[config.mk]
export PLATFORM = sky130hd
export DESIGN_NAME = fpvrs_grow_cell
export DESIGN_NICKNAME = d
export VERILOG_FILES = /design/src/rtl/core/fixed_point_vertex_rotate_scale_core_defines.svh /design/src/rtl/core/fpvrs_pkg.sv /design/src/rtl/core/fpvrs_grow_cell.sv
export SDC_FILE = /design/constraint.sdc
export NUM_CORES = 2
export LEC_CHECK = 0
export BUFFER_PORTS_ARGS = -buffer_cell sky130_fd_sc_hd__buf_2
export CAP_MARGIN = 20
export CELL_PAD_IN_SITES_DETAIL_PLACEMENT = 0
export CELL_PAD_IN_SITES_GLOBAL_PLACEMENT = 1
export CORE_ASPECT_RATIO = 1.25
export CORE_MARGIN = 1.5
export CORE_UTILIZATION = 45
export CTS_BUF_LIST = sky130_fd_sc_hd__clkbuf_2 sky130_fd_sc_hd__clkbuf_4 sky130_fd_sc_hd__clkbuf_8
export DETAILED_ROUTE_END_ITERATION = 6
export GPL_ROUTABILITY_DRIVEN = 1
export GPL_TIMING_DRIVEN = 0
export PLACE_DENSITY = 0.86
export SLEW_MARGIN = 5
export SYNTH_ARGS = -nofsm -noshare
export SYNTH_HDL_FRONTEND = slang
export SYNTH_SLANG_ARGS = --single-unit
[constraint.sdc]
create_clock -name clk_i -period 0.8 [get_ports clk_i]
set_input_delay 0.08 -clock clk_i [delete_from_list [all_inputs] [get_ports clk_i]]
set_output_delay 0.08 -clock clk_i [all_outputs]
set_load 0.01 [all_outputs]
[src/rtl/core/fixed_point_vertex_rotate_scale_core_defines.svh]
// Assertion macros for the vertex rotate and scale core.
// Expect clk_i and rst_ni in the scope of every use.
`ifndef FIXED_POINT_VERTEX_ROTATE_SCALE_CORE_DEFINES_SVH
`define FIXED_POINT_VERTEX_ROTATE_SCALE_CORE_DEFINES_SVH

`ifndef SYNTHESIS
`define FPVRS_ASSERT_NEXT(lbl, en, cons) \
  lbl: assert property (@(posedge clk_i) disable iff (!rst_ni) (en) |=> (cons)) \
    else $error("fpvrs assertion failed");
`define FPVRS_ASSERT_DELAY(lbl, en, n, cons) \
  lbl: assert property (@(posedge clk_i) disable iff (!rst_ni) (en) |-> ##n (cons)) \
    else $error("fpvrs assertion failed");
`else
`define FPVRS_ASSERT_NEXT(lbl, en, cons)
`define FPVRS_ASSERT_DELAY(lbl, en, n, cons)
`endif

`endif

[src/rtl/core/fpvrs_pkg.sv]
// Shared types and constants of the vertex rotate and scale core.
// No dependencies.
`default_nettype none

package fpvrs_pkg;

  localparam int COORD_BITS_DEF = 24;
  localparam int FRAC_BITS      = 10;
  localparam int GROW_SHIFT     = 15;
  localparam int ROT_COS        = 1023;
  localparam int ROT_SIN        = 41;

  localparam int PIX_BITS    = 10;
  localparam int SCREEN_BITS = 15;
  localparam int FLAG_BITS   = 6;
  localparam int CFG_IDX_BITS = 4;

  // rotation axis codes
  localparam int AXIS_X = 0;
  localparam int AXIS_Y = 1;
  localparam int AXIS_Z = 2;

  // register indexes
  localparam logic [CFG_IDX_BITS-1:0] REG_WIN_X_MIN = 4'd0;
  localparam logic [CFG_IDX_BITS-1:0] REG_WIN_X_MAX = 4'd1;
  localparam logic [CFG_IDX_BITS-1:0] REG_WIN_Y_MIN = 4'd2;
  localparam logic [CFG_IDX_BITS-1:0] REG_WIN_Y_MAX = 4'd3;

  localparam logic [PIX_BITS-1:0] WIN_X_MIN_RST = 10'd0;
  localparam logic [PIX_BITS-1:0] WIN_X_MAX_RST = 10'd639;
  localparam logic [PIX_BITS-1:0] WIN_Y_MIN_RST = 10'd75;
  localparam logic [PIX_BITS-1:0] WIN_Y_MAX_RST = 10'd434;

  // per-vertex attributes that ride along the pipeline
  typedef struct packed {
    logic [FLAG_BITS-1:0]  rot_flags;
    logic [PIX_BITS-1:0]   centre_x;
    logic [PIX_BITS-1:0]   centre_y;
    logic [GROW_SHIFT-1:0] grow_factor;
  } side_t;

endpackage

`default_nettype wire

[src/rtl/core/fpvrs_grow_cell.sv]
// Growth cell: scales each coordinate by one plus the growth factor, saturated.
// Depends on fpvrs_pkg.
`default_nettype none

module fpvrs_grow_cell #(
  parameter int COORD_BITS = fpvrs_pkg::COORD_BITS_DEF
) (
  input  wire                          clk_i,
  input  wire                          rst_ni,
  input  wire                          valid_i,
  input  wire fpvrs_pkg::side_t        side_i,
  input  wire logic signed [COORD_BITS-1:0] c_i [3],
  output logic                         valid_o,
  output fpvrs_pkg::side_t             side_o,
  output logic signed [COORD_BITS-1:0] c_o [3]
);

  localparam int EXT = fpvrs_pkg::GROW_SHIFT + 1;
  localparam int GW  = COORD_BITS + EXT;

  logic signed [GW-1:0] f_w;
  logic signed [GW-1:0] c_w [3];
  logic signed [GW-1:0] prod [3];
  logic signed [GW-1:0] sum [3];
  logic signed [COORD_BITS-1:0] c_d [3];
  logic valid_q;
  fpvrs_pkg::side_t side_q;
  logic signed [COORD_BITS-1:0] c_q [3];

  always_comb begin
    f_w = {{(GW-fpvrs_pkg::GROW_SHIFT){1'b0}}, side_i.grow_factor};
    for (int i = 0; i < 3; i++) begin
      c_w[i]  = {{EXT{c_i[i][COORD_BITS-1]}}, c_i[i]};
      prod[i] = c_w[i] * f_w;
      sum[i]  = c_w[i] + (prod[i] >>> fpvrs_pkg::GROW_SHIFT);
      if ((&sum[i][GW-1:COORD_BITS-1]) || !(|sum[i][GW-1:COORD_BITS-1])) begin
        c_d[i] = sum[i][COORD_BITS-1:0];
      end else begin
        c_d[i] = sum[i][GW-1] ? {1'b1, {(COORD_BITS-1){1'b0}}}
                              : {1'b0, {(COORD_BITS-1){1'b1}}};
      end
    end
  end

  always_ff @(posedge clk_i or negedge rst_ni) begin
    if (!rst_ni) begin
      valid_q <= 1'b0;
    end else begin
      valid_q <= valid_i;
    end
  end

  always_ff @(posedge clk_i) begin
    side_q <= side_i;
    c_q    <= c_d;
  end

  assign valid_o = valid_q;
  assign side_o  = side_q;
  assign c_o     = c_q;

endmodule

`default_nettype wire

==> impl_metrics.csv <==
group,metric,value,unit
critical_path,crit_end,"c_o[38]$_DFF_P_",
drt,vias_per_cell,5.31,
critical_path,slowest_stage,"fa_2",
drt,drt.antenna.violating_nets,0,
grt,grt_usage,28.3,%
logic_synthesis,synthArstFlopShare,0.877,%
floorplanning,io_pins,230,
logic_synthesis,yosysMostFrequentCell,"inv_1",
logic_synthesis,ys.flop_type,"dfxtp_1",
final_layout,stdcell_area,53100,um2
drt,dr.pass1.iters,5,
logic_synthesis,synthesis.area,44200,um2
sta,drv_slew,0,
grt,grt_pass1_vias,38322,
critical_path,startpoint_type,"input pin",
grt,grt-ovfl-total,0,
sta,timing.final.ws_setup,-6.79,ns
critical_path,endpoint_kind,"flop",
grt,grt_pass1_wl,214000,um
final_layout,drive_gt1_share,18.0,%
cts,clkTransAtPathRegs,0.08,ns
drt,vias,35609,
logic_synthesis,yosysTopAreaCell,"fa_1",
logic_synthesis,synth_common_cells,"1,216 x inv_1, 1,050 x fa_1, 680 x nand2_1",
final_layout,final_nets,6922,
cts,hold_buffers,43,
critical_path,cp.required,1.26,ns
logic_synthesis,yosys_warnings,0,
logic_synthesis,avgSynthCellArea,8.97,um2
sta,worstMarginPinSlew,0.925,ns
floorplanning,rows,128,
grt,grt_max_degree,17,
logic_synthesis,ys_types,76,
final_layout,area.growth.synth_to_final,20.2,%
placed_design,portBuffers,229,
logic_synthesis,synth_top_area_share,47.6,%
floorplanning,core_area,97400,um2
logic_synthesis,synth_edf_count,0,
cts,clkSinkCount,114,
floorplanning,start_util,45.4,%
cts,clock_path_buffers,2,
logic_synthesis,syn_inst,4929,
sta,post-route-min-period,7.59,ns
placed_design,place_hpwl,110000,um
placed_design,gp_congestion,0.946,
status,outcome,"complete, but fails checks",
sta,setup_violations,186,
critical_path,criticalPathCategory,"input pin to flop",
sta,hold_violations,2,
critical_path,critical_path_arrival,8.05,ns
sta,maxSlewHeadroom,38.4,%
critical_path,cp-startpoint,"side_i[5]",
logic_synthesis,synth_fp_nets,6461,
drt,drt_iter0_drc,2308,
sta,timing.fmax,0.132,GHz
drt,finalWirelength,140000,um
logic_synthesis,ys_top_cells_by_area,"fa_1 48%, ha_1 10%, inv_1 10%, and2_1 6.6%, nand2_1 5.8%",
cts,clockRootBuffer,"clkbuf_8",
final_layout,fillerInstances,8802,
job,drv_cap,0,
worst_hold_path,holdPathStages,1,
drt,wl_per_cell,20.8,um
cts,cts_tree,"done",
sta,hold-worst-slack,-0.361,ns
grt,antenna_found_initial,17,
cts,numCtsBuffers,17,
floorplanning,die_y,353,um
placed_design,postPlaceCellArea,47500,um2
cts,cts.htree.levels,4,
floorplanning,die_w,283,um
floorplanning,die-area,100000,um2
sta,post-route-period-util,949,%
worst_hold_path,hp-start,"side_i[4]",
critical_path,cp_slowest_stage_delay,0.55,ns
sta,rsz0062_at_grt,"yes",
logic_synthesis,yosysSeqAreaShare,5.17,%
logic_synthesis,ys_seq_elements,114,
status,violations,"hold timing, setup timing",
worst_hold_path,hold_path.class,"input pin to flop",
drt,route.detailed.drc,0,
critical_path,path_max_fanout,6,
==> sequential cells by signal (all words and copies together) (netlist names) <==
register	cells
c_o	72
side_o	41
valid_o	1
==> worst min-delay path by stage <==
| stage | end | slack, ns |
|---|---|---|
| 5_1_grt | side_o[4]$_DFF_P_ | -0.40 |
| 3_3_place_gp | valid_o$_DFF_PN0_ | -0.14 |
| 2_1_floorplan | valid_o$_DFF_PN0_ | -0.22 |
| 3_5_place_dp | valid_o$_DFF_PN0_ | -0.14 |
| 4_1_cts | side_o[4]$_DFF_P_ | -0.43 |
| 6_report | side_o[4]$_DFF_P_ | -0.36 |
==> per-stage QoR <==
step	setup TNS, ns	utilization, %	hold slack [ns]	setup slack (ns)	instances
final	-512.18	54.6	-0.361	-6.79	6712
after global routing	-531.74	54.6	-0.403	-6.98	6706
after CTS	-513.56	53.2	-0.428	-6.70	6660
after detailed placement	-646.29	48.7	-0.144	-9.60	6462
after global placement	-643.02	48.7	-0.145	-9.58	6458
after floorplan	-486.04	-	-0.216	-6.85	4929
==> cell type report <==
class | instances | area [um2] | area share, %
Tap cell | 1300 | 1630 | 3.06
Inverter | 1216 | 4570 | 8.60
Buffer | 202 | 2500 | 4.71
Multi-Input combinational cell | 3392 | 38200 | 71.8
Clock inverter | 15 | 159 | 0.299
Clock buffer | 17 | 234 | 0.440
Timing Repair Buffer | 447 | 3530 | 6.64
Sequential cell | 114 | 2340 | 4.41
Antenna cell | 9 | 22.5 | 0.0424
==> critical path: cells and delay by family <==
family | cells | cell delay (ns)
AO/OA/AOI/OAI | 14 | 2.70
buffers and inverters | 10 | 1.17
AND/OR/NAND/NOR | 2 | 0.32
multiplexers | 1 | 0.18
adder cells (fa/ha/maj) | 8 | 3.55
==> layout by cell type (no fill, tap or decap), types with 19 or more instances in the layout <==
cell type,netlist,routed
dlygate4sd3_1,0,43
dfxtp_1,113,69
o21a_1,21,19
a21oi_1,137,97
buf_4,2,151
ha_4,0,34
nor3_1,29,20
fa_1,1050,1020
dfxtp_2,0,44
clkbuf_16,0,41
a21oi_2,0,36
xnor2_1,102,99
buf_6,2,80
nand2_1,680,668
clkbuf_4,0,46
o21ai_0,97,47
o21ai_2,1,35
xor2_1,51,51
and2_1,469,452
ha_1,366,325
inv_2,0,23
a21o_1,62,62
nor2_1,71,66
inv_1,1216,1191
fa_2,0,30
buf_2,3,170
clkbuf_8,0,65
o21ai_1,22,33
nand3_1,23,19
clkbuf_2,0,32
==> cells by family after synthesis <==
family	after synthesis	share of synthesized area [%]
multiplexers	2	0.0453
buffers and inverters	1423	12.1
adder cells (fa/ha/maj)	1416	57.9
AO/OA/AOI/OAI	473	6.95
XOR/XNOR	154	3.07
AND/OR/NAND/NOR	1347	14.7
flip-flops	114	5.17
==> layer usage <==
layer	part of all wire [%]	GRT usage, %	vias to the layer above
met3	7.5	5.38	457
met5	0.059	0	-
met2	49	48.4	1457
met4	7.6	19.0	14
met1	36	32.1	18177
li1	-	-	15504
==> repair_timing <==
| item | CTS | global route |
|---|---|---|
| buffers inserted | 113 | 43 |
| setup endpoints to repair | 186 | 186 |
| pin swaps | 145 | 130 |
| gates cloned | 13 | 2 |
| resized for setup | 657 | 281 |
| hold endpoints to repair | 44 | 2 |
Power is left out: the tool's default activity adds up to more than one toggle a clock period on the data nets, which glitch-free logic cannot reach.
