## src/rtl/core/fixed_point_vertex_rotate_scale_core_defines.svh

```systemverilog
// Assertion macros for the vertex rotate and scale core.
// Expect clk_i and rst_ni in the scope of every use.
`ifndef FIXED_POINT_VERTEX_ROTATE_SCALE_CORE_DEFINES_SVH
`define FIXED_POINT_VERTEX_ROTATE_SCALE_CORE_DEFINES_SVH

`ifndef SYNTHESIS
`define FPVRS_ASSERT_NEXT(lbl, en, cons) \
  lbl: assert property (@(posedge clk_i) disable iff (!rst_ni) (en) |=> (cons)) \
    else $error("fpvrs assertion failed");
`define FPVRS_ASSERT_DELAY(lbl, en, n, cons) \
  lbl: assert property (@(posedge clk_i) disable iff (!rst_ni) (en) |-> ##n (cons)) \
    else $error("fpvrs assertion failed");
`else
`define FPVRS_ASSERT_NEXT(lbl, en, cons)
`define FPVRS_ASSERT_DELAY(lbl, en, n, cons)
`endif

`endif

```

## src/rtl/core/fpvrs_pkg.sv

```systemverilog
// Shared types and constants of the vertex rotate and scale core.
// No dependencies.
`default_nettype none

package fpvrs_pkg;

  localparam int COORD_BITS_DEF = 24;
  localparam int FRAC_BITS      = 10;
  localparam int GROW_SHIFT     = 15;
  localparam int ROT_COS        = 1023;
  localparam int ROT_SIN        = 41;

  localparam int PIX_BITS    = 10;
  localparam int SCREEN_BITS = 15;
  localparam int FLAG_BITS   = 6;
  localparam int CFG_IDX_BITS = 4;

  // rotation axis codes
  localparam int AXIS_X = 0;
  localparam int AXIS_Y = 1;
  localparam int AXIS_Z = 2;

  // register indexes
  localparam logic [CFG_IDX_BITS-1:0] REG_WIN_X_MIN = 4'd0;
  localparam logic [CFG_IDX_BITS-1:0] REG_WIN_X_MAX = 4'd1;
  localparam logic [CFG_IDX_BITS-1:0] REG_WIN_Y_MIN = 4'd2;
  localparam logic [CFG_IDX_BITS-1:0] REG_WIN_Y_MAX = 4'd3;

  localparam logic [PIX_BITS-1:0] WIN_X_MIN_RST = 10'd0;
  localparam logic [PIX_BITS-1:0] WIN_X_MAX_RST = 10'd639;
  localparam logic [PIX_BITS-1:0] WIN_Y_MIN_RST = 10'd75;
  localparam logic [PIX_BITS-1:0] WIN_Y_MAX_RST = 10'd434;

  // per-vertex attributes that ride along the pipeline
  typedef struct packed {
    logic [FLAG_BITS-1:0]  rot_flags;
    logic [PIX_BITS-1:0]   centre_x;
    logic [PIX_BITS-1:0]   centre_y;
    logic [GROW_SHIFT-1:0] grow_factor;
  } side_t;

endpackage

`default_nettype wire

```

## src/rtl/core/fpvrs_screen_stage.sv

```systemverilog
// Screen stage: rounds x and y to whole pixels and subtracts them from the centre.
// Depends on fpvrs_pkg.
`default_nettype none

module fpvrs_screen_stage #(
  parameter int COORD_BITS = fpvrs_pkg::COORD_BITS_DEF
) (
  input  wire                          clk_i,
  input  wire                          rst_ni,
  input  wire                          valid_i,
  input  wire fpvrs_pkg::side_t        side_i,
  input  wire logic signed [COORD_BITS-1:0] c_i [3],
  output logic                         valid_o,
  output logic signed [COORD_BITS-1:0] c_o [3],
  output logic signed [fpvrs_pkg::SCREEN_BITS-1:0] sx_o,
  output logic signed [fpvrs_pkg::SCREEN_BITS-1:0] sy_o
);

  localparam int SB  = fpvrs_pkg::SCREEN_BITS;
  localparam int PXW = COORD_BITS - fpvrs_pkg::FRAC_BITS + 1;
  localparam int DW  = (COORD_BITS - 7 > 16) ? COORD_BITS - 7 : 16;

  logic signed [COORD_BITS-1:0] t [2];
  logic signed [COORD_BITS-1:0] px [2];
  logic signed [DW-1:0] px_w [2];
  logic signed [DW-1:0] cen_w [2];
  logic signed [DW-1:0] diff [2];
  logic signed [SB-1:0] s_d [2];
  logic valid_q;
  logic signed [COORD_BITS-1:0] c_q [3];
  logic signed [SB-1:0] sx_q, sy_q;

  always_comb begin
    cen_w[0] = {{(DW-fpvrs_pkg::PIX_BITS){1'b0}}, side_i.centre_x};
    cen_w[1] = {{(DW-fpvrs_pkg::PIX_BITS){1'b0}}, side_i.centre_y};
    for (int i = 0; i < 2; i++) begin
      // round half up: floor(v / 512) + 1, then halve
      t[i]    = (c_i[i] >>> (fpvrs_pkg::FRAC_BITS - 1)) + COORD_BITS'(1);
      px[i]   = t[i] >>> 1;
      px_w[i] = {{(DW-PXW){px[i][PXW-1]}}, px[i][PXW-1:0]};
      diff[i] = cen_w[i] - px_w[i];
      if ((&diff[i][DW-1:SB-1]) || !(|diff[i][DW-1:SB-1])) begin
        s_d[i] = diff[i][SB-1:0];
      end else begin
        s_d[i] = diff[i][DW-1] ? {1'b1, {(SB-1){1'b0}}} : {1'b0, {(SB-1){1'b1}}};
      end
    end
  end

  always_ff @(posedge clk_i or negedge rst_ni) begin
    if (!rst_ni) begin
      valid_q <= 1'b0;
    end else begin
      valid_q <= valid_i;
    end
  end

  always_ff @(posedge clk_i) begin
    c_q  <= c_i;
    sx_q <= s_d[0];
    sy_q <= s_d[1];
  end

  assign valid_o = valid_q;
  assign c_o     = c_q;
  assign sx_o    = sx_q;
  assign sy_o    = sy_q;

endmodule

`default_nettype wire

```

## config.mk

```make
export PLATFORM = sky130hd
export DESIGN_NAME = fpvrs_screen_stage
export DESIGN_NICKNAME = d
export VERILOG_FILES = /design/src/rtl/core/fixed_point_vertex_rotate_scale_core_defines.svh /design/src/rtl/core/fpvrs_pkg.sv /design/src/rtl/core/fpvrs_screen_stage.sv
export SDC_FILE = /design/constraint.sdc
export NUM_CORES = 1
export LEC_CHECK = 0
export BUFFER_PORTS_ARGS = -buffer_cell sky130_fd_sc_hd__buf_4
export CAP_MARGIN = 20
export CORE_AREA = 2 2 96 122
export DETAILED_ROUTE_END_ITERATION = 7
export DIE_AREA = 0 0 98 124
export PLACE_DENSITY = 0.69
export SETUP_SLACK_MARGIN = 0.02
export SLEW_MARGIN = 0
export SYNTH_ARGS = -nofsm -noshare
export SYNTH_HDL_FRONTEND = slang
export SYNTH_SLANG_ARGS = --single-unit
```

## constraint.sdc

```tcl
create_clock -name clk_i -period 0.8 [get_ports clk_i]
set_clock_uncertainty 0.1 [all_clocks]
set_input_delay 0.16 -clock clk_i [delete_from_list [all_inputs] [get_ports clk_i]]
set_output_delay 0.16 -clock clk_i [all_outputs]
set_load 0.01 [all_outputs]
```

==> reports/metrics.csv, run 1 <==
stage;metric;value;unit
detailed_routing;Total Wirelength;16.30;mm
floorplan;Die ar.;12150;um^2
sta;relative slew slack;76.79;%
sta;final worst path period share;337.8;%
floorplan;row count;43;
floorplan;core area;10920;um^2
sta;final setup violating endpoints;133;
worst_setup_path;crit path max fanout;7;
final_layout;fill count;612;
final_layout;commonest non-fill, non-tap cell in the layout;buf_4;
detailed_routing;starting DRC count in detailed routing;102;
global_routing;total congestion overflow;0;
clocking;# hold bufs at CTS;57;
final_layout;commonest non-fill, non-tap cells in the layout;buf_4 (174), buf_6 (128), dfxtp_2 (99), dlygate4sd3_1 (57), xor2_1 (19);
synthesis;Adder-Cell Fraction of Synth Area;8.103;%
final_layout;Net count, final;861;
run;MaxCap Viol Count;0;
synthesis;main combinational cell family by area after synthesis;simple AND/OR/NAND/NOR gates;
clocking;H-tree lvl count;3;
synthesis;post-synthesis mux area share;2.347;%
power;power density over the cells;1772;nW/um^2
synthesis;Seq/Total Area, Yosys;53.12;%
synthesis;unique cell type count in the Yosys netlist;53;
worst_setup_path;Startpoint Class;input pin;
worst_setup_path;WP data required;0.94;ns
global_routing;GR Util All Layers;23.73;%
synthesis;simple-gate share of the synthesized area;12.99;%
placement;PortBufs;197;
synthesis;asr flop ratio synth;0.9709;%
placement;gpl congestion;0.8977;
final_layout;number of diodes;0;
clocking;Clock Sinks;103;
placement;placed inst area;6310;um^2
global_routing;vias in the first global route;4458;
global_routing;initial antenna violation count;0;
final_layout;Final Instance Area;8469;um^2
detailed_routing;vias after detailed routing;4178;
clocking;root buf cell;clkbuf_16;
worst_setup_path;worst-path cell chain;buf_6 > and3_4 > nand3_2 > xor2_1 > ha_1 > buf_4 > o2111ai_2 > a41oi_2 > o211ai_4 > nor2_8 > xor2_2 > a221oi_4 > buf_12 > mux2i_2;
detailed_routing;antenna viol nets, final;0;
clocking;clock slew at reported path FFs;0.08;ns
synthesis;Synth Area in XOR/XNOR;10.35;%
synthesis;number of synthesized flops with an enable pin;0;
power;Leakage;3.819;nW
detailed_routing;vias per inst;4.852;
sta;Max Clk Rate;370.1;MHz
worst_setup_path;delay of the slowest critical-path stage;0.42;ns
outcome;outcome;complete, but fails checks;
synthesis;syn nets;489;
sta;Slew @ Worst Pin;0.3385;ns
floorplan;initial core utilization;35.63;%
synthesis;Yosys warning total;0;
final_layout;share of cells above drive strength 1;70.80;%
synthesis;compound-gate portion of the synthesized area;11.35;%
worst_setup_path;Worst Setup End Kind;register;
worst_setup_path;CP arrival;2.85;ns
clocking;Max clock buf depth;2;
final_layout;final core utilization;77.55;%
synthesis;Top FF cell, synth;dfxtp_1;
global_routing;largest net degree at the start of global routing;20;
detailed_routing;drt pass-1 iters;4;
sta;hold slack;-0.05066;ns
worst_setup_path;critical path class;in2reg;
outcome;failing checks;negative hold slack, negative setup slack;
detailed_routing;wire per inst;18.93;um
power;total power;15.01;mW
sta;setup ws final;-1.902;ns
placement;Setup WS pre-CTS;-2.140;ns
detailed_routing;Remaining DRCs;0;
sta;RSZ-0062 raised after global routing;yes;
synthesis;Netlist Area Pre-Place;3891;um^2
global_routing;first-pass GRT wire length;22.58;mm
clocking;CTS buffer count;9;
sta;minimum clock period;2.702;ns
clocking;CTS tree;yes;
hold_path;worst min-delay path category;in2reg;
power;peak supply drop;1405;uV
sta;Fin. Hold Viols;15;
synthesis;FF+latch count, synth;103;
placement;DP HPWL;9.537;mm
sta;fin. max-slew vios;0;
synthesis;Cells after Synth;349;
final_layout;Area Overhead vs Synth;117.7;%
floorplan;die width;98;um
worst_setup_path;slowest CP cell;ha_1;
floorplan;Ports;219;
synthesis;syn avg cell area;11.15;um^2
floorplan;DIE HEIGHT;124;um
==> power breakdown <==
| group | switching [mW] | total [mW] | internal, mW |
|---|---|---|---|
| combinational | 1.92 | 4.70 | 2.78 |
| clock | 2.13 | 4.32 | 2.19 |
| sequential | 0.259 | 6.00 | 5.74 |
| total | 4.30 | 15.0 | 10.7 |
==> critical path: cells and delay by family <==
family,cells,cell delay [ns]
AOI/OAI and AO/OA,4,0.96
adders and majority gates,1,0.42
buffers and inverters,3,0.42
and+or+nand+nor,3,0.41
muxes,1,0.23
xor gates and xnor gates,2,0.23
==> what timing repair did <==
action                                 CTS  global route
resized for setup                      242            72
setup endpoints to repair              133           133
endpoints found under the hold margin   75            16
setup buffers                           25             9
pin swaps                               52            28
==> metal layers <==
layer / vias to the layer above / share of wire [%] / global-route usage, % / routed length (um)
met5: - / 0 / 0 / 0
li1: 1966 / - / - / -
met3: 38 / 5.2 / 5.387 / 848
met1: 2000 / 35 / 24.72 / 5730
met2: 174 / 57 / 45.76 / 9220
met4: 0 / 3.1 / 9.809 / 500
==> layout make-up <==
class,count,area [um^2],share of cell area [%]
tap,135,168.9,1.994
sequential,103,2191,25.87
inverter,10,37.54,0.4432
multi-input combinational,230,2327,27.48
clock buffer,9,225.2,2.659
clock inverter,7,61.31,0.7239
timing repair buffer,367,3458,40.83
==> cells in the mapped netlist (all sizes together) (2+ instances only) <==
cell | number | area, um^2
dfxtp | 102 | 2042
xnor2 | 24 | 210.2
ha | 22 | 275.3
xor2 | 22 | 192.7
nor2 | 21 | 95.09
a21oi | 16 | 80.08
nand2 | 15 | 56.30
nand3 | 15 | 75.07
a21o | 10 | 75.07
inv | 10 | 37.54
nand4 | 10 | 77.57
o21a | 9 | 67.56
mux2i | 8 | 80.08
o21ai | 8 | 40.03
and3 | 7 | 43.79
nor2b | 6 | 40.04
clkbuf | 4 | 17.52
nor3 | 4 | 25.02
o21bai | 3 | 22.52
a221oi | 2 | 35.04
and4 | 2 | 17.52
buf | 2 | 12.51
fa | 2 | 40.04
nand3b | 2 | 15.01
nor4b | 2 | 23.77
o2111ai | 2 | 17.52
o31ai | 2 | 15.01
==> registers in the layout, summed over array words and instances (netlist names) <==
register,flops
sx_o,15
c_o,72
valid_o,1
sy_o,15
==> worst paths after layout <==
kind,cells past startpoint,startpoint,endpoint
min in group asynchronous,2,rst_ni,valid_o
worst max-delay path,14,c_i[35],sy_o[1]
worst min-delay path,2,c_i[68],c_o[68]
max in group asynchronous,2,rst_ni,valid_o
==> cell families (layout without fill, tap and decap cells) <==
group           after synthesis  after routing
flops                       103            103
simple gates                 89             89
compound gates               62             62
xor+xnor                     46             46
fa+ha+maj                    24             24
buf+inv                      16            393
mux                           9              9
==> stage by stage <==
stage,instances,setup TNS [ns]
after detailed placement,757,-51.06
after CTS,853,-64.19
after global routing,861,-70.31
after floorplan,349,-44.54
final,861,-65.60
after global placement,757,-50.53
Note: power is estimated with default switching activity, not from simulation.
==> inputs of run 2 (changes only) <==
Settings changed: CELL_PAD_IN_SITES_DETAIL_PLACEMENT set to 0, CELL_PAD_IN_SITES_GLOBAL_PLACEMENT set to 1, CORE_AREA 2 2 96 122 to 2 2 98 123, DIE_AREA 0 0 98 124 to 0 0 100 125, PLACE_DENSITY 0.69 to 0.87.
==> run 2 against run 1 <==
Effect of this change:
- the flow still finishes with violations (negative hold slack, negative setup slack)
- design area down 0.78%
- combinational power about the same
- power up 1.9%
- non-clock buffer count up 6
- clock power up 5.3%
- maximum frequency up 0.23%
- core utilization down 4.2 points
- count of clock-buffer cells in the layout unchanged
- routed wire length up 11%
- setup slack better by 0.0062 ns
- worst hold slack worse by 0.021 ns
- critical path type unchanged
==> reports/metrics.csv, run 2 (synthesis gave the netlist of run 1 again) <==
stage;metric;value;unit;change
outcome;outcome;complete, but fails checks;;
outcome;failing checks;negative hold slack, negative setup slack;;
power;total power;15.30;mW;+1.9%
worst_setup_path;Worst Setup End Kind;register;;
floorplan;DIE HEIGHT;125;um;+0.81%
floorplan;row count;44;;+2.3%
worst_setup_path;crit path buf inv count;2;;-1
clocking;CTS tree;yes;;
global_routing;GR Util All Layers;25.94;%;+2.2 points
clocking;clock slew at reported path FFs;0.08;ns;about the same
sta;final worst path period share;337.0;%;-0.77 points
placement;gpl congestion;0.8474;;-5.6%
clocking;CTS buffer count;9;;unchanged
worst_setup_path;CP arrival;2.82;ns;-0.03 ns
global_routing;vias in the first global route;4785;;+7.3%
sta;hold slack;-0.07164;ns;-0.02098 ns
placement;Setup WS pre-CTS;-2.172;ns;-0.03230 ns
clocking;Max clock buf depth;2;;unchanged
final_layout;max reg flops;72;;unchanged
worst_setup_path;critical path class;in2reg;;
worst_setup_path;worst-path cell chain;buf_8 > nand4_1 > nor2_4 > xnor2_2 > ha_1 > a21oi_2 > nor3b_2 > nand4_1 > buf_4 > a41o_4 > a21oi_2 > a21o_1 > xor2_1 > a21oi_2;;
power;Sw Share;29.67;%;+0.99 points
global_routing;total congestion overflow;0;;unchanged
worst_setup_path;crit path max fanout;4;;-3
placement;PortBufs;197;;unchanged
sta;setup ws final;-1.896;ns;+0.006150 ns
hold_path;worst min-delay path category;in2reg;;
final_layout;Net count, final;867;;+0.70%
detailed_routing;vias per inst;5.046;;+4.0%
sta;RSZ-0062 raised after global routing;yes;;
sta;relative slew slack;75.56;%;-1.2 points
clocking;# hold bufs at CTS;61;;+7.0%
floorplan;die width;100;um;+2.0%
detailed_routing;wire per inst;20.82;um;+10%
global_routing;initial antenna violation count;0;;unchanged
detailed_routing;drt pass-1 iters;4;;unchanged
run;MaxCap Viol Count;0;;unchanged
clocking;H-tree lvl count;3;;unchanged
final_layout;share of cells above drive strength 1;70.08;%;-0.72 points
power;peak supply drop;1243;uV;-11%
hold_path;hold wc startpoint;c_i[39];;
worst_setup_path;WP data required;0.92;ns;-0.02 ns
detailed_routing;vias after detailed routing;4390;;+5.1%
hold_path;hold endpoint;c_o[39];;
sta;Max Clk Rate;370.9;MHz;+0.23%
worst_setup_path;CP dominant cell by count;a21oi_2;;
power;Clk pwr share;29.7;%;+0.9 points
sta;minimum clock period;2.696;ns;-0.006150 ns
floorplan;initial core utilization;33.98;%;-1.6 points
power;power density over the cells;1820;nW/um^2;+2.7%
floorplan;core area;11450;um^2;+4.8%
worst_setup_path;slowest CP cell;xor2_1;;
worst_setup_path;crit-path leading delay family;simple AND/OR/NAND/NOR gates;;
final_layout;commonest non-fill, non-tap cell in the layout;buf_4;;
detailed_routing;Remaining DRCs;0;;unchanged
detailed_routing;starting DRC count in detailed routing;183;;+79%
power;Leakage;3.870;nW;+1.3%
clocking;root buf cell;clkbuf_16;;
hold_path;worst hold path stage count;2;;unchanged
detailed_routing;antenna viol nets, final;0;;unchanged
global_routing;first-pass GRT wire length;25.08;mm;+11%
sta;Slew @ Worst Pin;0.3654;ns;+0.02696 ns
power;P_int;10.76;mW;+0.48%
worst_setup_path;Startpoint Class;input pin;;
power;Comb power frac;30.9;%;-0.4 points
sta;final setup violating endpoints;133;;unchanged
floorplan;Die ar.;12500;um^2;+2.9%
global_routing;largest net degree at the start of global routing;22;;+10%
power;Sw Pwr;4.538;mW;+5.4%
worst_setup_path;delay of the slowest critical-path stage;0.28;ns;-0.14 ns
clocking;Clock Sinks;103;;unchanged
sta;fin. max-slew vios;0;;unchanged
sta;Fin. Hold Viols;11;;-4
power;sequential power share;39.4;%;-0.6 points
floorplan;Ports;219;;unchanged
final_layout;commonest non-fill, non-tap cells in the layout;buf_4 (182), buf_6 (123), dfxtp_2 (100), dlygate4sd3_1 (60), xor2_1 (20);;
final_layout;Area Overhead vs Synth;115.9;%;
final_layout;number of diodes;0;;unchanged
placement;DP HPWL;9.299;mm;-2.5%
detailed_routing;Total Wirelength;18.11;mm;+11%
## run 2: cell types whose count changed in the layout (fill, tap and decap cells not counted), moves of 3 or more
cell           delta
buf_6             -5
a21oi_4           -3
clkinv_8          +3
ha_1              +3
nor2_2            +3
a21oi_1           +3
xnor2_4           -3
inv_6             -3
dlygate4sd3_1     +3
buf_4             +8
xnor2_2           +4
## run 2: area by class of cell
type                       instances  area, um^2
timing repair buffer             373        3480
fill                             681        3048
multi-input combinational        230        2207
sequential                       103        2192
clock buffer                       9       225.2
tap                              138       172.7
clock inverter                     7       88.84
inverter                          10       37.54
## run 2: worst max-delay path by stage
stage | from | to | slack, ns | depth (start not counted)
after floorplan | c_i[33] | sy_o[0] | -2.07 | 14
after global placement | c_i[33] | sy_o[9] | -2.06 | 14
after detailed placement | c_i[33] | sy_o[0] | -2.17 | 14
after CTS | c_i[34] | sy_o[0] | -1.80 | 14
after global routing | c_i[58] | sx_o[11] | -1.97 | 14
final | c_i[58] | sx_o[11] | -1.90 | 14
## run 2: repair_timing
| item | in CTS | in global routing |
|---|---|---|
| pin swaps | 61 | 35 |
| resized for setup | 226 | 68 |
| endpoints found under the setup margin | 133 | 134 |
| hold endpoints to repair | 74 | 12 |
| setup buffers | 27 | 12 |
## run 2: routing by layer
| layer | track usage, % | share of wire, % |
|---|---|---|
| met1 | 25.75 | 34 |
| met2 | 49.21 | 54 |
| met3 | 5.869 | 7.2 |
| met4 | 13.30 | 5.1 |
| met5 | 0 | 0 |
## run 2: power by group through the flow
| stage | Sequential, mW | Clock, mW | Combinational, mW |
|---|---|---|---|
| after floorplan | 6.16 | 0 | 1.17 |
| after global placement | 5.90 | 0 | 3.32 |
| after detailed placement | 5.91 | 0 | 3.35 |
| after CTS | 5.96 | 4.55 | 4.27 |
| after global routing | 6.06 | 4.84 | 4.96 |
| final | 6.03 | 4.55 | 4.72 |
## run 2: through the flow
step / setup TNS, ns / hold WS (ns) / utilization [%] / area [um^2] / std cells
2_1_floorplan: -44.54 / -0.2356 / - / 4066 / 349
3_3_place_gp: -50.50 / -0.1646 / 55.33 / 6336 / 763
3_5_place_dp: -51.66 / -0.1615 / 55.33 / 6336 / 763
4_1_cts: -65.44 / -0.08361 / 71.13 / 8145 / 860
5_1_grt: -73.57 / -0.07588 / 73.38 / 8403 / 870
6_report: -68.73 / -0.07164 / 73.38 / 8403 / 870
