`src/rtl/core/fixed_point_vertex_rotate_scale_core_defines.svh`:
```
// Assertion macros for the vertex rotate and scale core.
// Expect clk_i and rst_ni in the scope of every use.
`ifndef FIXED_POINT_VERTEX_ROTATE_SCALE_CORE_DEFINES_SVH
`define FIXED_POINT_VERTEX_ROTATE_SCALE_CORE_DEFINES_SVH

`ifndef SYNTHESIS
`define FPVRS_ASSERT_NEXT(lbl, en, cons) \
  lbl: assert property (@(posedge clk_i) disable iff (!rst_ni) (en) |=> (cons)) \
    else $error("fpvrs assertion failed");
`define FPVRS_ASSERT_DELAY(lbl, en, n, cons) \
  lbl: assert property (@(posedge clk_i) disable iff (!rst_ni) (en) |-> ##n (cons)) \
    else $error("fpvrs assertion failed");
`else
`define FPVRS_ASSERT_NEXT(lbl, en, cons)
`define FPVRS_ASSERT_DELAY(lbl, en, n, cons)
`endif

`endif

```
`src/rtl/core/fpvrs_pkg.sv`:
```
// Shared types and constants of the vertex rotate and scale core.
// No dependencies.
`default_nettype none

package fpvrs_pkg;

  localparam int COORD_BITS_DEF = 24;
  localparam int FRAC_BITS      = 10;
  localparam int GROW_SHIFT     = 15;
  localparam int ROT_COS        = 1023;
  localparam int ROT_SIN        = 41;

  localparam int PIX_BITS    = 10;
  localparam int SCREEN_BITS = 15;
  localparam int FLAG_BITS   = 6;
  localparam int CFG_IDX_BITS = 4;

  // rotation axis codes
  localparam int AXIS_X = 0;
  localparam int AXIS_Y = 1;
  localparam int AXIS_Z = 2;

  // register indexes
  localparam logic [CFG_IDX_BITS-1:0] REG_WIN_X_MIN = 4'd0;
  localparam logic [CFG_IDX_BITS-1:0] REG_WIN_X_MAX = 4'd1;
  localparam logic [CFG_IDX_BITS-1:0] REG_WIN_Y_MIN = 4'd2;
  localparam logic [CFG_IDX_BITS-1:0] REG_WIN_Y_MAX = 4'd3;

  localparam logic [PIX_BITS-1:0] WIN_X_MIN_RST = 10'd0;
  localparam logic [PIX_BITS-1:0] WIN_X_MAX_RST = 10'd639;
  localparam logic [PIX_BITS-1:0] WIN_Y_MIN_RST = 10'd75;
  localparam logic [PIX_BITS-1:0] WIN_Y_MAX_RST = 10'd434;

  // per-vertex attributes that ride along the pipeline
  typedef struct packed {
    logic [FLAG_BITS-1:0]  rot_flags;
    logic [PIX_BITS-1:0]   centre_x;
    logic [PIX_BITS-1:0]   centre_y;
    logic [GROW_SHIFT-1:0] grow_factor;
  } side_t;

endpackage

`default_nettype wire

```
`src/rtl/core/fpvrs_rot_cell.sv`:
```
// One rotation cell: turns a coordinate pair by a fixed small angle when its flag is set.
// Depends on fpvrs_pkg.
`default_nettype none

module fpvrs_rot_cell #(
  parameter int COORD_BITS = fpvrs_pkg::COORD_BITS_DEF,
  parameter int AXIS       = fpvrs_pkg::AXIS_X,
  parameter bit NEG        = 1'b0,
  parameter int FLAG_BIT   = 0
) (
  input  wire                          clk_i,
  input  wire                          rst_ni,
  input  wire                          valid_i,
  input  wire fpvrs_pkg::side_t        side_i,
  input  wire logic signed [COORD_BITS-1:0] x_i,
  input  wire logic signed [COORD_BITS-1:0] y_i,
  input  wire logic signed [COORD_BITS-1:0] z_i,
  output logic                         valid_o,
  output fpvrs_pkg::side_t             side_o,
  output logic signed [COORD_BITS-1:0] x_o,
  output logic signed [COORD_BITS-1:0] y_o,
  output logic signed [COORD_BITS-1:0] z_o
);

  localparam int EXT = 12;
  localparam int W   = COORD_BITS + EXT;
  localparam logic signed [W-1:0] COS_W = W'(fpvrs_pkg::ROT_COS);
  localparam logic signed [W-1:0] SIN_W =
    W'(NEG ? -fpvrs_pkg::ROT_SIN : fpvrs_pkg::ROT_SIN);

  logic signed [COORD_BITS-1:0] a, b, ra, rb;
  logic signed [COORD_BITS-1:0] x_d, y_d, z_d;
  logic signed [W-1:0] a_w, b_w, ta, tb, sa, sb;
  logic valid_q;
  fpvrs_pkg::side_t side_q;
  logic signed [COORD_BITS-1:0] x_q, y_q, z_q;

  always_comb begin
    case (AXIS)
      fpvrs_pkg::AXIS_Y: begin
        a = x_i;
        b = z_i;
      end
      fpvrs_pkg::AXIS_Z: begin
        a = x_i;
        b = y_i;
      end
      default: begin
        a = y_i;
        b = z_i;
      end
    endcase

    a_w = {{EXT{a[COORD_BITS-1]}}, a};
    b_w = {{EXT{b[COORD_BITS-1]}}, b};
    ta  = a_w * COS_W - b_w * SIN_W;
    tb  = a_w * SIN_W + b_w * COS_W;
    sa  = ta >>> fpvrs_pkg::FRAC_BITS;
    sb  = tb >>> fpvrs_pkg::FRAC_BITS;

    // clamp to the coordinate range when the upper bits are not all sign
    if ((&sa[W-1:COORD_BITS-1]) || !(|sa[W-1:COORD_BITS-1])) begin
      ra = sa[COORD_BITS-1:0];
    end else begin
      ra = sa[W-1] ? {1'b1, {(COORD_BITS-1){1'b0}}} : {1'b0, {(COORD_BITS-1){1'b1}}};
    end
    if ((&sb[W-1:COORD_BITS-1]) || !(|sb[W-1:COORD_BITS-1])) begin
      rb = sb[COORD_BITS-1:0];
    end else begin
      rb = sb[W-1] ? {1'b1, {(COORD_BITS-1){1'b0}}} : {1'b0, {(COORD_BITS-1){1'b1}}};
    end

    x_d = x_i;
    y_d = y_i;
    z_d = z_i;
    if (side_i.rot_flags[FLAG_BIT]) begin
      case (AXIS)
        fpvrs_pkg::AXIS_Y: begin
          x_d = ra;
          z_d = rb;
        end
        fpvrs_pkg::AXIS_Z: begin
          x_d = ra;
          y_d = rb;
        end
        default: begin
          y_d = ra;
          z_d = rb;
        end
      endcase
    end
  end

  always_ff @(posedge clk_i or negedge rst_ni) begin
    if (!rst_ni) begin
      valid_q <= 1'b0;
    end else begin
      valid_q <= valid_i;
    end
  end

  always_ff @(posedge clk_i) begin
    side_q <= side_i;
    x_q    <= x_d;
    y_q    <= y_d;
    z_q    <= z_d;
  end

  assign valid_o = valid_q;
  assign side_o  = side_q;
  assign x_o     = x_q;
  assign y_o     = y_q;
  assign z_o     = z_q;

endmodule

`default_nettype wire

```
`config.mk`:
```
export PLATFORM = sky130hd
export DESIGN_NAME = fpvrs_rot_cell
export DESIGN_NICKNAME = d
export VERILOG_FILES = /design/src/rtl/core/fixed_point_vertex_rotate_scale_core_defines.svh /design/src/rtl/core/fpvrs_pkg.sv /design/src/rtl/core/fpvrs_rot_cell.sv
export SDC_FILE = /design/constraint.sdc
export NUM_CORES = 1
export LEC_CHECK = 0
export ABC_AREA = 1
export CAP_MARGIN = 20
export CORE_MARGIN = 3
export CORE_UTILIZATION = 60
export DETAILED_ROUTE_END_ITERATION = 7
export DONT_BUFFER_PORTS = 1
export GPL_TIMING_DRIVEN = 0
export PLACE_DENSITY = 0.82
export RECOVER_POWER = 100
export SYNTH_ARGS = -nofsm -noshare
export SYNTH_HDL_FRONTEND = slang
export SYNTH_SLANG_ARGS = --single-unit
```
`constraint.sdc`:
```
create_clock -name clk_i -period 0.8 [get_ports clk_i]
set_input_delay 0 -clock clk_i [delete_from_list [all_inputs] [get_ports clk_i]]
set_output_delay 0 -clock clk_i [all_outputs]
set_load 0.02 [all_outputs]
```
==> qor.csv, run 1 <==
stage,metric,value,unit
outcome,outcome,"finished, violations left",
finish,layout cells sized above 1,24.8,%
finish,Syn-to-layout area delta,23.9,%
floorplan,vertical die dimension,199,µm
placement,detailed placer's ending HPWL,49000,µm
worst_setup_path,CP arrival,5340,ps
logic_synthesis,biggest area contributors in the synthesized netlist,"sky130_fd_sc_hd__fa_1 (39%), sky130_fd_sc_hd__ha_1 (17%), sky130_fd_sc_hd__inv_1 (13%), sky130_fd_sc_hd__dfxtp_1 (10%), sky130_fd_sc_hd__nand2_1 (4.3%)",
routing,wire length per cell,21.2,µm
placement,cell area after placement,23400,µm²
placement,number of port buffers,0,
logic_synthesis,Ys Warns,0,
floorplan,starting density of the core,61.7,%
finish,area of all placed cells without fillers,27600,µm²
floorplan,number of core rows,69,
routing,1st-pass router iterations,7,
grt,overall track demand over capacity in global routing,34.2,%
routing,number of nets with antenna violations after routing,0,
min_path,worst hold path type,input pin to flip-flop,
logic_synthesis,Yosys cell types,38,
worst_setup_path,delay of the slowest cell on the worst path,660,ps
floorplan,die boundary width,199,µm
logic_synthesis,Synthesized Nets,3319,
clock_tree,Num CTS Buffers,17,
sta,minimum clock period,4970,ps
logic_synthesis,top cell types by occurrence after synthesis,"sky130_fd_sc_hd__inv_1 (766), sky130_fd_sc_hd__fa_1 (437), sky130_fd_sc_hd__ha_1 (299)",
logic_synthesis,summed instance area of the synthesized netlist,22300,µm²
grt,"Remaining Overflow, GRT",0,
routing,1st-iter DRT viols,1155,
sta,smallest setup slack after layout,-4170,ps
routing,Remaining DRCs,0,
logic_synthesis,cell taking the most area after synthesis,sky130_fd_sc_hd__fa_1,
worst_setup_path,CP Class,input pin to flip-flop,
logic_synthesis,proportion of register bits with asynchronous set or reset after synthesis,0.877,%
floorplan,die area,39500,µm²
clock_tree,clock-pin transition on the worst setup and hold timing paths,70,ps
logic_synthesis,Post-synth EDFFs,0,
finish,fill cell instance count of the final layout,2295,
job,max-capacitance violation count,0,
clock_tree,clock tree buffer depth,2,
finish,final net count,3542,
sta,unrepaired setup endpoints after global routing,true,
worst_setup_path,worst path buffer plus inverter count,7,
routing,detailed-route vias per instance,5.57,
logic_synthesis,share of synthesized area occupied by flip-flops and latches,10.3,%
placement,last weighted congestion value of the routability-driven placer,0.931,
worst_setup_path,category of the worst setup path launch point,input pin,
worst_setup_path,family of cells with the greatest summed delay on the critical path,adder cells,
logic_synthesis,Post-synth top flop,sky130_fd_sc_hd__dfxtp_1,
grt,number of antenna violations at the first check in global routing,1,
clock_tree,CTS tree,yes,
logic_synthesis,share of the synthesized area in the top cell type,39.3,%
logic_synthesis,cells after synthesis,2467,
clock_tree,H-tree levels,4,
clock_tree,clock tree root buffer cell,sky130_fd_sc_hd__clkbuf_16,
grt,number of global-route vias before repair,19300,
sta,maximum clock frequency,201,MHz
worst_setup_path,Crit path required time,1180,ps
sta,number of slew-limit violations in the final report,0,
sta,"Hold Vio Cnt, Final",0,
min_path,number of cells on the worst hold path,1,
floorplan,floorplan core area,36100,µm²
worst_setup_path,CP Capture Type,flip-flop,
routing,wire length after detailed routing,67100,µm
sta,transition time of the tightest slew-check pin,903,ps
worst_setup_path,instance count on the critical path,27,
logic_synthesis,most frequently used cell type in the post-synthesis netlist,sky130_fd_sc_hd__inv_1,
logic_synthesis,"flops & latches, synth",114,
routing,Via Count,17600,
logic_synthesis,mean area per synthesized cell,9.03,µm²
sta,worst slew margin relative to its limit,39.8,%
worst_setup_path,critical path's slowest cell,sky130_fd_sc_hd__fa_2,
floorplan,Boundary Pins,230,
grt,pin count of the biggest net entering global routing,24,
sta,final-report setup violation count,162,
grt,first-pass GRT wire length,103000,µm
worst_setup_path,CP max FO,10,
sta,Final Cycle Share,621,%
clock_tree,Clock Sinks,114,
outcome,violated checks,negative setup slack,
## kinds of logic after synthesis
kind of cell             after synthesis  share of synthesized area, %
adder cells (fa/ha/maj)              736                          56.1
multiplexers                           1                        0.0506
buffers and inverters                783                          13.5
flip-flops                           114                          10.3
AND/OR/NAND/NOR                      526                          10.3
AO/OA/AOI/OAI                        214                          6.12
XOR/XNOR                              93                          3.66
## registers in the layout, indices dropped and copies added, names as in the netlist
register / flops
side_o: 41
valid_o: 1
x_o: 24
y_o: 24
z_o: 24
## layout make-up
cell class                      instances  area, µm²  area share [%]
Sequential cell                       114       2690            9.76
Clock buffer                           18        429            1.56
Timing Repair Buffer                  205       1960            7.10
Inverter                              767       2930            10.6
Buffer                                 15        161           0.585
Tap cell                              461        577            2.09
Multi-Input combinational cell       1570      18700            67.7
Antenna cell                            1       2.50         0.00907
Clock inverter                         14        155           0.562
## per-stage QoR
stage	hold slack (ps)	util (%)	std cells	worst slack, ps	TNS [ps]
finish	94.7	76.4	3165	-4170	-197360
global route	90.2	76.4	3165	-4360	-207120
CTS	74.8	74.3	3136	-3950	-191030
detailed placement	-295	64.8	2928	-4690	-221990
global placement	-295	64.8	2928	-4600	-217430
floorplan	-296	-	2467	-3980	-188880
## per-layer routing
layer,GRT usage (%),vias to the layer above,wire [µm],part of all wire (%)
met5,0,-,0,0
met4,17.2,0,3740,5.6
met3,7.47,275,5170,7.7
met2,57.5,836,33400,50
met1,41.7,8799,24800,37
li1,-,7704,-,-
## what timing repair did
| item | 4_1_cts | 5_1_grt |
|---|---|---|
| cloned | 5 | 1 |
| hold endpoints to repair | 113 | 0 |
| resized for setup | 402 | 158 |
| pin swaps | 90 | 148 |
| hold buffers | 114 | 0 |
| endpoints found under the setup margin | 162 | 162 |
| buffers inserted | 57 | 31 |
## cells in the final DEF (no fill, tap or decap), types with 22 or more instances in the layout
master and instances:
sky130_fd_sc_hd__ha_4 42, sky130_fd_sc_hd__inv_1 715, sky130_fd_sc_hd__nand2_1 196, sky130_fd_sc_hd__nand3_1 29, sky130_fd_sc_hd__nor2_2 27, sky130_fd_sc_hd__inv_2 37
sky130_fd_sc_hd__xor2_1 50, sky130_fd_sc_hd__xnor2_1 29, sky130_fd_sc_hd__nand2_2 62, sky130_fd_sc_hd__a21oi_1 40, sky130_fd_sc_hd__fa_1 392, sky130_fd_sc_hd__dlygate4sd3_1 114
sky130_fd_sc_hd__o21ai_0 22, sky130_fd_sc_hd__a21oi_2 68, sky130_fd_sc_hd__ha_1 250, sky130_fd_sc_hd__nor2_1 110, sky130_fd_sc_hd__dfxtp_4 106, sky130_fd_sc_hd__buf_4 76
sky130_fd_sc_hd__nand2_4 40, sky130_fd_sc_hd__fa_2 45
## worst paths after layout
path                            start            endpoint  slack (ps)
max                            z_i[6]     z_o[20]$_DFF_P_       -4170
min                        side_i[35]  side_o[35]$_DFF_P_          90
max in group asynchronous      rst_ni   valid_o$_DFF_PN0_         340
min in group asynchronous      rst_ni   valid_o$_DFF_PN0_         330
Power of run 1 is left out: the tool's default activity adds up to more than one toggle a clock period on the data nets, which glitch-free logic cannot reach.
==> inputs of run 2 (changes only) <==
CTS_BUF_LIST = sky130_fd_sc_hd__clkbuf_8   (was unset)
SLEW_MARGIN = 20   (was unset)
==> qor.csv, run 2 (same netlist as run 1, synthesis figures left out) <==
stage,metric,value,unit,change
job,max-capacitance violation count,0,,unchanged
sta,"Hold Vio Cnt, Final",0,,unchanged
floorplan,starting density of the core,61.7,%,unchanged
sta,smallest setup slack after layout,-4190,ps,-27.4 ps
routing,detailed-route vias per instance,5.52,,-0.81%
outcome,outcome,"finished, violations left",,
floorplan,vertical die dimension,199,µm,unchanged
routing,highest signal layer in the routed design,met4,,
clock_tree,clock tree root buffer cell,sky130_fd_sc_hd__clkbuf_8,,
finish,fill cell instance count of the final layout,2347,,+2.3%
routing,wire length after detailed routing,65700,µm,-2.2%
sta,maximum clock frequency,200,MHz,-0.55%
routing,1st-iter DRT viols,1169,,+1.2%
finish,most frequent standard cell in the layout excluding fill and tap cells,sky130_fd_sc_hd__inv_1,,
worst_setup_path,CP arrival,5400,ps,+60 ps
placement,last weighted congestion value of the routability-driven placer,0.931,,unchanged
clock_tree,CTS tree,yes,,
clock_tree,clock tree buffer depth,2,,unchanged
clock_tree,clock-pin transition on the worst setup and hold timing paths,100,ps,+30 ps
routing,sum of met2 wire segment lengths after detailed routing,32900,µm,-1.6%
worst_setup_path,category of the worst setup path launch point,input pin,,
floorplan,floorplan core area,36100,µm²,unchanged
floorplan,number of core rows,69,,unchanged
routing,Via Count,17500,,-0.78%
routing,Remaining DRCs,0,,unchanged
worst_setup_path,crit path launch,z_i[7],,
worst_setup_path,Worst setup endpoint,z_o[22]$_DFF_P_,,
sta,worst slew margin relative to its limit,41.5,%,+1.7 points
finish,"top library cells by usage in the layout, fill and taps aside","sky130_fd_sc_hd__inv_1 (715), sky130_fd_sc_hd__fa_1 (392), sky130_fd_sc_hd__ha_1 (251)",,
finish,layout cells sized above 1,24.7,%,-0.11 points
routing,sum of met3 wire segment lengths after detailed routing,4490,µm,-13%
grt,overall track demand over capacity in global routing,33.6,%,-0.55 points
placement,detailed placer's ending HPWL,49000,µm,unchanged
routing,1st-pass router iterations,5,,-2
sta,final-report setup violation count,162,,unchanged
grt,pin count of the biggest net entering global routing,24,,unchanged
floorplan,die boundary width,199,µm,unchanged
worst_setup_path,Crit path required time,1200,ps,+20 ps
floorplan,die area,39500,µm²,unchanged
clock_tree,H-tree levels,4,,unchanged
sta,unrepaired setup endpoints after global routing,true,,
grt,"Remaining Overflow, GRT",0,,unchanged
worst_setup_path,CP max FO,8,,-2
sta,Final Cycle Share,624,%,+3.4 points
finish,number of flip-flops under the largest register name,41,,unchanged
finish,total area of multi-input combinational cells,18600,µm²,-0.42%
routing,number of nets with antenna violations after routing,0,,unchanged
finish,flip-flop and latch area,2710,µm²,+0.70%
clock_tree,Clock Sinks,114,,unchanged
floorplan,Boundary Pins,230,,unchanged
finish,fin util,75.8,%,-0.65 points
finish,final net count,3542,,unchanged
grt,first-pass GRT wire length,102000,µm,-1.2%
sta,minimum clock period,4990,ps,+27.4 ps
min_path,worst hold path type,input pin to flip-flop,,
sta,number of slew-limit violations in the final report,0,,unchanged
finish,Syn-to-layout area delta,22.8,%,
routing,routed metal-1 wire length,24900,µm,+0.28%
grt,number of global-route vias before repair,19200,,-0.97%
placement,number of port buffers,0,,unchanged
worst_setup_path,CP Capture Type,flip-flop,,
worst_setup_path,CP Class,input pin to flip-flop,,
grt,number of antenna violations at the first check in global routing,0,,-1
routing,wire length per cell,20.7,µm,-2.2%
outcome,violated checks,negative setup slack,,
sta,transition time of the tightest slew-check pin,878,ps,-25.2 ps
clock_tree,Num CTS Buffers,17,,unchanged
## run 2: cell count changes in the layout (fill, tap and decap cells not counted), sizes merged
| cell | previous run | this run |
|---|---|---|
| inv | 757 | 758 |
| clkbuf | 27 | 26 |
| diode | 1 | 2 |
## run 2: routing by layer
| layer | global-route usage, % | up-vias |
|---|---|---|
| li1 | - | 7704 |
| met4 | 14.4 | 0 |
| met5 | 0 | - |
| met1 | 42.6 | 8815 |
| met3 | 5.39 | 223 |
| met2 | 57.5 | 734 |
## run 2: timing repair
item / 4_1_cts / 5_1_grt
resized for setup: 409 / 146
hold buffers: 114 / 0
endpoints found under the hold margin: 113 / 0
gates cloned: 5 / 1
endpoints found under the setup margin: 162 / 162
setup buffers: 61 / 26
pin swaps: 94 / 120
## run 2: how the worst min path moves through the flow
| stage | start | to | slack, ps | cells past startpoint |
|---|---|---|---|---|
| floorplan | rst_ni | valid_o$_DFF_PN0_ | -300 | 0 |
| global placement | rst_ni | valid_o$_DFF_PN0_ | -300 | 0 |
| detailed placement | rst_ni | valid_o$_DFF_PN0_ | -300 | 0 |
| CTS | side_i[35] | side_o[35]$_DFF_P_ | 10 | 1 |
| global route | side_i[29] | side_o[29]$_DFF_P_ | 50 | 1 |
| finish | side_i[35] | side_o[35]$_DFF_P_ | 60 | 1 |
## run 2: cell type report
class	count	share of cell area [%]
diodes	2	0.0183
plain buffers	15	0.608
clock buffers	17	0.855
clock inverters	15	0.581
inverters	767	10.7
multi-input cells	1570	68.0
flip-flops and latches	114	9.92
well taps	461	2.11
repair buffers	205	7.19
## run 2: stage by stage
stage          instances  instance area, µm²  hold slack [ps]  worst slack, ps  TNS [ps]
2_1_floorplan       2467               22800             -296            -3980   -188880
3_3_place_gp        2928               23400             -295            -4600   -217430
3_5_place_dp        2928               23400             -295            -4690   -221990
4_1_cts             3140               26600             14.4            -3880   -194060
5_1_grt             3164               27300             48.4            -4290   -210210
6_report            3166               27400             63.8            -4190   -199130
## run 2: worst max-delay path, cell delays in order
cell                         delay [ps]
sky130_fd_sc_hd__clkinvlp_4         160
sky130_fd_sc_hd__buf_6              170
sky130_fd_sc_hd__fa_2               610
sky130_fd_sc_hd__fa_1               430
sky130_fd_sc_hd__fa_1               570
sky130_fd_sc_hd__inv_1               80
sky130_fd_sc_hd__fa_2               350
sky130_fd_sc_hd__fa_1               510
sky130_fd_sc_hd__inv_1               50
sky130_fd_sc_hd__fa_1               490
sky130_fd_sc_hd__inv_1               70
sky130_fd_sc_hd__ha_4               310
sky130_fd_sc_hd__nand2_1            180
sky130_fd_sc_hd__o21ai_0            230
sky130_fd_sc_hd__nand3b_1           260
sky130_fd_sc_hd__nand2_1            120
sky130_fd_sc_hd__nand2_2            120
sky130_fd_sc_hd__nand3_1            140
sky130_fd_sc_hd__nand2_1            120
sky130_fd_sc_hd__xor2_1             180
sky130_fd_sc_hd__nand2_2             90
sky130_fd_sc_hd__a21oi_2            160
Power of run 2 is left out for the same reason.
==> inputs of run 3 (changes only) <==
CTS_BUF_LIST = sky130_fd_sc_hd__clkbuf_16   (was sky130_fd_sc_hd__clkbuf_8)
==> qor.csv, run 3 (same netlist as run 1, synthesis figures left out) <==
stage,metric,value,unit,change
outcome,outcome,"finished, violations left",,
outcome,violated checks,negative setup slack,,
grt,"Remaining Overflow, GRT",0,,unchanged
worst_setup_path,CP Capture Type,flip-flop,,
routing,Via Count,17600,,+0.54%
finish,"top library cells by usage in the layout, fill and taps aside","sky130_fd_sc_hd__inv_1 (716), sky130_fd_sc_hd__fa_1 (392), sky130_fd_sc_hd__ha_1 (250)",,
grt,first-pass GRT wire length,103000,µm,+1.3%
floorplan,die boundary width,199,µm,unchanged
worst_setup_path,Crit path required time,1170,ps,-30 ps
finish,layout cells sized above 1,24.8,%,+0.11 points
routing,1st-pass router iterations,6,,+1
clock_tree,H-tree levels,4,,unchanged
routing,number of nets with antenna violations after routing,0,,unchanged
worst_setup_path,CP arrival,5350,ps,-50 ps
finish,number of flip-flops under the largest register name,41,,unchanged
worst_setup_path,CP Class,input pin to flip-flop,,
sta,smallest setup slack after layout,-4180,ps,+10.3 ps
finish,Syn-to-layout area delta,23.9,%,
min_path,number of cells on the worst hold path,1,,unchanged
grt,number of global-route vias before repair,19300,,+1.0%
min_path,hold_sp,side_i[35],,
sta,worst slew margin relative to its limit,39.4,%,-2.0 points
sta,final-report setup violation count,162,,unchanged
job,max-capacitance violation count,0,,unchanged
sta,"Hold Vio Cnt, Final",0,,unchanged
sta,Final Cycle Share,623,%,-1.3 points
routing,wire length after detailed routing,67100,µm,+2.1%
grt,overall track demand over capacity in global routing,34.2,%,+0.56 points
sta,minimum clock period,4980,ps,-10.3 ps
grt,pin count of the biggest net entering global routing,24,,unchanged
min_path,worst hold path type,input pin to flip-flop,,
placement,number of port buffers,0,,unchanged
routing,1st-iter DRT viols,1212,,+3.7%
clock_tree,clock-pin transition on the worst setup and hold timing paths,70,ps,-30 ps
floorplan,die area,39500,µm²,unchanged
routing,Remaining DRCs,0,,unchanged
clock_tree,clock tree root buffer cell,sky130_fd_sc_hd__clkbuf_16,,
routing,detailed-route vias per instance,5.55,,+0.57%
clock_tree,CTS tree,yes,,
sta,unrepaired setup endpoints after global routing,true,,
clock_tree,Clock Sinks,114,,unchanged
placement,last weighted congestion value of the routability-driven placer,0.931,,unchanged
worst_setup_path,CP max FO,10,,+2
grt,number of antenna violations at the first check in global routing,1,,+1
routing,wire length per cell,21.2,µm,+2.2%
sta,number of slew-limit violations in the final report,0,,unchanged
placement,detailed placer's ending HPWL,49000,µm,unchanged
clock_tree,clock tree buffer depth,2,,unchanged
floorplan,floorplan core area,36100,µm²,unchanged
floorplan,vertical die dimension,199,µm,unchanged
sta,transition time of the tightest slew-check pin,909,ps,+30.6 ps
sta,setup total negative slack,-197070,ps,+2070 ps
sta,maximum clock frequency,201,MHz,+0.21%
finish,final net count,3542,,unchanged
floorplan,number of core rows,69,,unchanged
min_path,end of the worst hold path,side_o[35]$_DFF_P_,,
finish,most frequent standard cell in the layout excluding fill and tap cells,sky130_fd_sc_hd__inv_1,,
finish,fill cell instance count of the final layout,2295,,-2.2%
floorplan,Boundary Pins,230,,unchanged
floorplan,starting density of the core,61.7,%,unchanged
clock_tree,Num CTS Buffers,17,,unchanged
worst_setup_path,category of the worst setup path launch point,input pin,,
run 3: worst max path at each step:
stage	cells after the start	from	to	slack [ps]
floorplan	25	z_i[10]	z_o[6]$_DFF_P_	-3980
global placement	22	y_i[23]	y_o[10]$_DFF_P_	-4600
detailed placement	22	y_i[23]	y_o[10]$_DFF_P_	-4690
CTS	24	z_i[7]	z_o[6]$_DFF_P_	-3950
global route	28	z_i[5]	z_o[17]$_DFF_P_	-4360
finish	27	z_i[6]	z_o[21]$_DFF_P_	-4180
run 3: per-stage QoR:
stage / cells / hold slack (ps) / setup WS [ps] / utilization, % / area, µm²
4_1_cts: 3136 / 74.8 / -3950 / 74.3 / 26800
2_1_floorplan: 2467 / -296 / -3980 / - / 22800
5_1_grt: 3165 / 90.2 / -4360 / 76.4 / 27600
3_5_place_dp: 2928 / -295 / -4690 / 64.8 / 23400
3_3_place_gp: 2928 / -295 / -4600 / 64.8 / 23400
6_report: 3165 / 96.0 / -4180 / 76.4 / 27600
run 3: layer usage:
metal	track usage (%)	part of all wire, %
met1	41.7	37
met4	17.2	5.5
met2	57.5	50
met5	0	0
met3	7.47	7.5
run 3: critical path, stage by stage:
cell and delay (ps):
sky130_fd_sc_hd__clkinvlp_4 190, sky130_fd_sc_hd__fa_2 660, sky130_fd_sc_hd__fa_1 470, sky130_fd_sc_hd__inv_2 100, sky130_fd_sc_hd__fa_1 440, sky130_fd_sc_hd__fa_1 520
sky130_fd_sc_hd__fa_1 550, sky130_fd_sc_hd__inv_2 50, sky130_fd_sc_hd__fa_1 510, sky130_fd_sc_hd__inv_2 50, sky130_fd_sc_hd__ha_4 270, sky130_fd_sc_hd__nand2_4 100
sky130_fd_sc_hd__inv_2 40, sky130_fd_sc_hd__nand2_2 80, sky130_fd_sc_hd__nand3_4 80, sky130_fd_sc_hd__a21oi_4 170, sky130_fd_sc_hd__nand2_4 100, sky130_fd_sc_hd__nand2_4 80
sky130_fd_sc_hd__nand2_1 50, sky130_fd_sc_hd__nand2_1 70, sky130_fd_sc_hd__nand2_2 60, sky130_fd_sc_hd__inv_2 50, sky130_fd_sc_hd__nand3_2 90, sky130_fd_sc_hd__nand2_4 150
sky130_fd_sc_hd__buf_12 160, sky130_fd_sc_hd__nand2_2 60, sky130_fd_sc_hd__a21oi_2 180
run 3: repair_timing:
| item | in CTS | in global routing |
|---|---|---|
| endpoints found under the hold margin | 113 | 0 |
| endpoints found under the setup margin | 162 | 162 |
| gates cloned | 5 | 1 |
| resized for setup | 402 | 158 |
| hold buffers | 114 | 0 |
| setup buffers | 57 | 31 |
| pin swaps | 90 | 148 |
run 3: layout make-up:
class,count,area (µm²),area share [%]
multi-input combinational,1570,18700,67.7
buffer,15,161,0.585
inverter,767,2930,10.6
sequential,114,2690,9.76
timing repair buffer,205,1960,7.10
antenna,1,2.50,0.00907
clock inverter,15,159,0.576
tap,461,577,2.09
clock buffer,17,425,1.54
Power of run 3 is left out for the same reason.
